[config.mk]
export PLATFORM = sky130hd
export DESIGN_NAME = calendar_clock_counter_unit
export DESIGN_NICKNAME = d
export VERILOG_FILES = /design/src/design/ccc_pkg.sv /design/src/design/calendar_clock_counter_unit.sv /design/src/design/ccc_next.sv
export SDC_FILE = /design/constraint.sdc
export NUM_CORES = 1
export LEC_CHECK = 0
export ABC_AREA = 1
export BUFFER_PORTS_ARGS = -buffer_cell sky130_fd_sc_hd__clkbuf_2
export CAP_MARGIN = 20
export CORE_UTILIZATION = 43
export DETAILED_ROUTE_END_ITERATION = 12
export PLACE_DENSITY = 0.66
export REMOVE_ABC_BUFFERS = 1
export SLEW_MARGIN = 40
export SYNTH_ARGS = -nofsm -noshare
export SYNTH_HDL_FRONTEND = slang
export SYNTH_SLANG_ARGS = --single-unit
[constraint.sdc]
create_clock -name i_clk -period 3.6 [get_ports i_clk]
set_clock_uncertainty 0.2 [all_clocks]
set_input_delay 0.36 -clock i_clk [delete_from_list [all_inputs] [get_ports i_clk]]
set_output_delay 0.36 -clock i_clk [all_outputs]
set_load 0.02 [all_outputs]
[src/design/ccc_pkg.sv]
// Shared types, constants and the month length table of the calendar clock.
package ccc_pkg;

    // One calendar time. The year sits in the lowest bits so that the
    // packed struct matches the stream word layout directly.
    typedef struct packed {
        logic [5:0] second;
        logic [5:0] minute;
        logic [4:0] hour;
        logic [4:0] day;
        logic [3:0] month;
        logic [6:0] year;
    } t_time;

    localparam int TIME_W  = $bits(t_time);
    localparam int TDATA_W = ((TIME_W + 7) / 8) * 8;

    // Command codes carried in tuser.
    localparam logic CMD_TICK = 1'b0;
    localparam logic CMD_LOAD = 1'b1;

    // Counter limits.
    localparam logic [6:0] SEC_LIMIT  = 7'd60;
    localparam logic [6:0] MIN_LIMIT  = 7'd60;
    localparam logic [5:0] HOUR_LIMIT = 6'd24;
    localparam logic [4:0] MONTH_LAST = 5'd12;
    localparam logic [7:0] YEAR_LAST  = 8'd99;

    localparam logic [3:0] MONTH_FEB = 4'd2;

    // Time after reset: 17:41:28 on the first of May, year 24.
    localparam t_time RESET_TIME = '{
        second: 6'd28,
        minute: 6'd41,
        hour:   5'd17,
        day:    5'd1,
        month:  4'd5,
        year:   7'd24
    };

    // Days in a month for a non-leap year. Codes that are not months
    // give a length of zero.
    function automatic logic [4:0] month_len(input logic [3:0] month);
        logic [4:0] len;
        unique case (month)
            4'd1, 4'd3, 4'd5, 4'd7, 4'd8, 4'd10, 4'd12: len = 5'd31;
            4'd4, 4'd6, 4'd9, 4'd11:                    len = 5'd30;
            4'd2:                                       len = 5'd28;
            default:                                    len = 5'd0;
        endcase
        return len;
    endfunction

endpackage

[src/design/calendar_clock_counter_unit.sv]
// Top level of the calendar clock: input register, time state and result word.
//
//   Channel  Direction  Handshake        Payload
//   s_axis   in         tvalid / tready  tdata = load time, tuser = command
//   m_axis   out        tvalid / tready  tdata = current time
//
// Each accepted word gives exactly one result word, passing from the input
// register into the time state. A new word can be accepted in every cycle
// unless the result stalls; the rate is one word per cycle, set by the single
// pass through the carry chain between the time registers and themselves.
// Reset (synchronous, active low) empties both registers and sets the time to
// 17:41:28 on the first of May, year 24. When the result is not taken, the
// input register holds one further word and then tready falls.
module calendar_clock_counter_unit (
    input  logic                        i_clk,
    input  logic                        i_rst_n,

    input  logic                        i_s_axis_tvalid,
    output logic                        o_s_axis_tready,
    // tdata fields from bit 0 up: load_year[6:0], load_month[3:0], load_day[4:0],
    // load_hour[4:0], load_minute[5:0], load_second[5:0], zero fill.
    input  logic [ccc_pkg::TDATA_W-1:0] i_s_axis_tdata,
    // tuser fields: command (0 = one-second tick, 1 = load).
    input  logic                        i_s_axis_tuser,

    output logic                        o_m_axis_tvalid,
    input  logic                        i_m_axis_tready,
    // tdata fields from bit 0 up: cur_year[6:0], cur_month[3:0], cur_day[4:0],
    // cur_hour[4:0], cur_minute[5:0], cur_second[5:0], zero fill.
    output logic [ccc_pkg::TDATA_W-1:0] o_m_axis_tdata
);

    // Input register: one word waiting for the time update.
    logic           r_in_valid;
    logic           n_in_valid;
    logic           r_in_cmd;
    ccc_pkg::t_time r_in_load;

    // Time state. It doubles as the result payload, since a result is
    // always the time just after its word.
    ccc_pkg::t_time r_time;
    ccc_pkg::t_time n_time;
    logic           r_out_valid;
    logic           n_out_valid;

    logic           advance;
    logic           in_take;
    ccc_pkg::t_time next_time;

    // The held word moves on when the result slot is empty or being emptied.
    assign advance = r_in_valid && (!r_out_valid || i_m_axis_tready);

    // The input register can take a word when it is empty or moving on.
    assign o_s_axis_tready = !r_in_valid || advance;
    assign in_take         = i_s_axis_tvalid && o_s_axis_tready;

    ccc_next u_next (
        .i_cmd  (r_in_cmd),
        .i_cur  (r_time),
        .i_load (r_in_load),
        .o_next (next_time)
    );

    always_comb begin
        n_in_valid  = r_in_valid;
        n_out_valid = r_out_valid;
        n_time      = r_time;
        if (advance) begin
            n_in_valid = 1'b0;
        end
        if (in_take) begin
            n_in_valid = 1'b1;
        end
        if (r_out_valid && i_m_axis_tready) begin
            n_out_valid = 1'b0;
        end
        if (advance) begin
            n_out_valid = 1'b1;
            n_time      = next_time;
        end
    end

    always_ff @(posedge i_clk) begin
        if (!i_rst_n) begin
            r_in_valid  <= 1'b0;
            r_out_valid <= 1'b0;
            r_time      <= ccc_pkg::RESET_TIME;
        end else begin
            r_in_valid  <= n_in_valid;
            r_out_valid <= n_out_valid;
            r_time      <= n_time;
        end
    end

    // The payload of the input register needs no reset.
    always_ff @(posedge i_clk) begin
        if (in_take) begin
            r_in_cmd  <= i_s_axis_tuser;
            r_in_load <= ccc_pkg::t_time'(i_s_axis_tdata[ccc_pkg::TIME_W-1:0]);
        end
    end

    assign o_m_axis_tvalid = r_out_valid;
    assign o_m_axis_tdata  = {{(ccc_pkg::TDATA_W - ccc_pkg::TIME_W){1'b0}}, r_time};

    // A word that moves on always leaves a result behind it.
    a_advance_gives_result: assert property (
        @(posedge i_clk) disable iff (!i_rst_n)
        advance |=> r_out_valid
    ) else $error("word moved on without a result");

    // tready only falls while a word is held in the input register.
    a_ready_low_held: assert property (
        @(posedge i_clk) disable iff (!i_rst_n)
        !o_s_axis_tready |-> r_in_valid
    ) else $error("input not ready with an empty input register");

    // The time changes only when a word moves on.
    a_time_only_on_advance: assert property (
        @(posedge i_clk) disable iff (!i_rst_n)
        !advance |=> $stable(r_time)
    ) else $error("time changed without a word");

    // A tick either steps the seconds by one or wraps them to zero.
    a_tick_seconds: assert property (
        @(posedge i_clk) disable iff (!i_rst_n)
        (advance && (r_in_cmd == ccc_pkg::CMD_TICK)) |=>
            ((r_time.second == 6'd0) ||
             (r_time.second == 6'($past(r_time.second) + 6'd1)))
    ) else $error("tick did not step the seconds");

endmodule

[src/design/ccc_next.sv]
// Next-time logic of the calendar clock: the carry chain of one tick, or a load.
module ccc_next (
    input  logic           i_cmd,
    input  ccc_pkg::t_time i_cur,
    input  ccc_pkg::t_time i_load,
    output ccc_pkg::t_time o_next
);

    logic [6:0] sec_inc;
    logic [6:0] min_inc;
    logic [5:0] hour_inc;
    logic [5:0] day_inc;
    logic [4:0] month_inc;
    logic [7:0] year_inc;
    logic [4:0] day_lim;
    logic       leap_feb;
    logic       sec_wrap;
    logic       min_wrap;
    logic       hour_wrap;
    logic       day_wrap;
    logic       month_wrap;
    ccc_pkg::t_time tick_time;

    assign sec_inc   = {1'b0, i_cur.second} + 7'd1;
    assign min_inc   = {1'b0, i_cur.minute} + 7'd1;
    assign hour_inc  = {1'b0, i_cur.hour} + 6'd1;
    assign day_inc   = {1'b0, i_cur.day} + 6'd1;
    assign month_inc = {1'b0, i_cur.month} + 5'd1;
    assign year_inc  = {1'b0, i_cur.year} + 8'd1;

    // February gains a day when the year is a multiple of four.
    assign leap_feb = (i_cur.month == ccc_pkg::MONTH_FEB) && (i_cur.year[1:0] == 2'd0);
    assign day_lim  = ccc_pkg::month_len(i_cur.month) + {4'd0, leap_feb};

    assign sec_wrap   = sec_inc >= ccc_pkg::SEC_LIMIT;
    assign min_wrap   = sec_wrap && (min_inc >= ccc_pkg::MIN_LIMIT);
    assign hour_wrap  = min_wrap && (hour_inc >= ccc_pkg::HOUR_LIMIT);
    assign day_wrap   = hour_wrap && (day_inc > {1'b0, day_lim});
    assign month_wrap = day_wrap && (month_inc > ccc_pkg::MONTH_LAST);

    always_comb begin
        tick_time = i_cur;
        tick_time.second = sec_wrap ? 6'd0 : sec_inc[5:0];
        if (sec_wrap) begin
            tick_time.minute = min_wrap ? 6'd0 : min_inc[5:0];
        end
        if (min_wrap) begin
            tick_time.hour = hour_wrap ? 5'd0 : hour_inc[4:0];
        end
        if (hour_wrap) begin
            tick_time.day = day_wrap ? 5'd1 : day_inc[4:0];
        end
        if (day_wrap) begin
            tick_time.month = month_wrap ? 4'd1 : month_inc[3:0];
        end
        if (month_wrap) begin
            tick_time.year = (year_inc > ccc_pkg::YEAR_LAST) ? 7'd0 : year_inc[6:0];
        end
    end

    assign o_next = (i_cmd == ccc_pkg::CMD_LOAD) ? i_load : tick_time;

endmodule
==> results.ini <==
[logic_synthesis]
syn_area_um2 = 3645
yosys_warnings = 0
synth-seq-cells = 72
synth_cells = 417
synth_common_cells = 87 x nand2_1, 50 x inv_1, 39 x o21ai_0
ys_seq_area_share_pct = 48.88
async_flop_share_pct = 0
synthFlopType = dfxtp_1
yosys.area.top_type = edfxtp_1
yosys-top-cells-area = edfxtp_1 28%, dfxtp_1 21%, nand2_1 9.0%, ha_1 6.5%, o21ai_0 5.4%
yosys.cell_count.top_type = nand2_1
yosysTopAreaCellShare_pct = 28.01
synth.avg_cell_area_um2 = 8.740
synth_enable_flop_cells = 34
synth_cell_types = 36

[setup_path]
cp-start-kind = flop
r2r_slack_ps = 310
required_ps = 3640
path_max_fanout = 6
worstPathArrival_ps = 3330
critPathKind = flop to flop
reg2reg_depth = 24
end_kind = flop
rr_startpoint = o_m_axis_tdata[0]

[final_layout]
design_area_um2 = 4624
drive_above_1_share_pct = 20.64
syn_to_final_growth_pct = 26.88
layout.cells.non_filler = 638
diodes = 0
final_nets = 592
final_util_pct = 56.28

[sta]
tns_ps = 0
hold_ws_ps = 91.21
finalHoldViolations = 0
rsz0062_at_grt = true
fin_crit_ps = 3290
maxSlewHeadroom_pct = 60.22
maxSlewViolCount = 0
timing.final.ws_setup_ps = 310.4
final.period_utilization_pct = 91.38
tightest_slew_ps = 593.0
setup_viol_count_final = 0
clock.fmax_mhz = 304.0

[die]
core_area_um2 = 8217
die_h_um = 94.07
placementRows = 33
die_x_um = 94.07
die_area_um2 = 8848
num_io_pins = 87
start_util_pct = 44.36

[worst_hold_path]
hold_start = i_s_axis_tvalid
hp-class = input port to flop
hold-path-cell-count = 3
hold_end = r_in_valid

[grt]
grt_pass1_vias = 3022
grt_start_max_net_pins = 24
antenna_found_initial = 0
grt_pass1_wl_um = 13340
track_usage_pct = 19.69
gr-total-overflow = 0

[cts]
cts_setup_buffers = 0
cts_root_buffer = clkbuf_8
numCtsBuffers = 9
cts_tree = built
htreeDepth = 3
clk_pin_slew_ps = 80
clock_sinks = 72
clockBufferDepth = 2
clk_latency_ps = 360

[route]
wl_per_cell_um = 12.49
drt_iter0_markers = 95
ant_nets = 0
drc = 0
drtPass1Iterations = 4
drt-total-wl_um = 7967
vias_per_cell = 4.934
via_count = 3148

[power]
p_total_mw = 1.719
p_leak_nw = 2.138
p_per_area_nw_per_um2 = 371.7
ir_worst_vdd_mv = 0.2045

[status]
outcome = completed

[placement]
placed_cell_area_um2 = 4094
gp_congestion = 0.8756
dp_hpwl_um = 5537
numPortBuffers = 72
dp_cells = 588
place_ws_ps = 162.4

[job]
cap_violations = 0

==> sequential cells by signal (all words and copies together) (netlist names), named ones only <==
register / flops
o_m_axis_tdata: 33
o_m_axis_tvalid: 1
r_in_cmd: 1
r_in_load: 33
r_in_valid: 1
==> worst max-delay path by stage <==
stage / start / endpoint / slack [ps] / cells after the start
detailed placement: o_m_axis_tdata[7] / o_m_axis_tdata[6] / 160 / 20
CTS: o_m_axis_tdata[7] / o_m_axis_tdata[6] / 120 / 20
floorplan: o_m_axis_tdata[7] / o_m_axis_tdata[3] / 360 / 20
global placement: o_m_axis_tdata[7] / o_m_axis_tdata[5] / 280 / 20
finish: o_m_axis_tdata[0] / flop / 310 / 24
global route: o_m_axis_tdata[0] / flop / -10 / 22
==> timing repair <==
action                                  in CTS  in global routing
endpoints found under the setup margin       0                 10
gates resized for setup                      0                  6
hold endpoints to repair                    34                  0
hold buffers                                34                  0
==> per-layer routing <==
| layer | part of all wire [%] | global-route usage (%) | vias up |
|---|---|---|---|
| li1 | - | - | 1612 |
| met1 | 44 | 23.99 | 1424 |
| met2 | 49 | 33.52 | 99 |
| met3 | 5.3 | 5.421 | 13 |
| met4 | 1.3 | 6.282 | 0 |
| met5 | 0 | 0 | - |
==> area by class of cell <==
cell class / count / area (µm²)
clock inverter: 6 / 45.04
tap: 105 / 131.4
fill: 755 / 3592
sequential: 72 / 1784
timing repair buffer: 109 / 723.2
multi-input combinational: 281 / 1607
clock buffer: 10 / 127.6
inverter: 55 / 206.4
==> worst max-delay path, stage by stage, from the launching register on <==
cell     delay, ps
dfxtp_1        350
inv_1           80
ha_1           150
nand2_1         50
nor3_1         160
ha_1           200
ha_1           140
inv_1           40
ha_1           270
ha_1           270
nand2_1         70
o21ai_0        180
nand2_1         70
nand2_1         60
nand2_1         50
nand2_2        120
nand3_4        130
nor2_1         110
nand2_1         70
nand2_2        110
inv_2           50
nand2_2         70
nand2_1         50
nand2_1         70
nand2_1         60
==> layout by cell type, fill, tap and decap left out, types with 2 or more instances in the layout <==
master | synthesis | routed
nand2_1 | 87 | 86
clkbuf_2 | 0 | 72
inv_1 | 50 | 50
o21ai_0 | 39 | 38
dfxtp_1 | 38 | 36
dlygate4sd3_1 | 0 | 34
edfxtp_1 | 34 | 34
a21oi_1 | 32 | 32
nand3_1 | 24 | 24
ha_1 | 19 | 19
nor2_1 | 17 | 17
xor2_1 | 10 | 10
clkbuf_8 | 0 | 9
conb_1 | 1 | 7
nand2_2 | 4 | 5
a31oi_1 | 5 | 5
o21bai_1 | 4 | 4
a221oi_1 | 4 | 4
nand3b_1 | 4 | 4
nand4_1 | 3 | 3
inv_2 | 3 | 3
nand2_4 | 3 | 3
clkinvlp_4 | 0 | 3
buf_4 | 8 | 3
nor3_1 | 2 | 2
nand3_4 | 1 | 2
clkinv_1 | 2 | 2
nor2_4 | 1 | 2
xnor2_1 | 2 | 2
a32oi_1 | 2 | 2
o211ai_1 | 2 | 2
o31ai_1 | 2 | 2
dfxtp_2 | 0 | 2
==> logic make-up (layout without fill, tap and decap cells) <==
family	count (synthesis)	in the layout	share of synthesized area, %
adder cells (fa/ha/maj)	19	19	6.523
XOR/XNOR	12	12	2.884
flip-flops	72	72	48.88
other	1	7	0.1029
AO/OA/AOI/OAI	93	93	14.35
buffers and inverters	70	180	8.067
AND/OR/NAND/NOR	150	150	19.19
==> power breakdown <==
| group | switching (mW) | internal (mW) | total, mW |
|---|---|---|---|
| logic | 0.132 | 0.0904 | 0.222 |
| registers | 0.0300 | 0.898 | 0.928 |
| clock network | 0.316 | 0.252 | 0.568 |
| total | 0.478 | 1.24 | 1.72 |
Note: power is estimated with default switching activity, not from simulation.
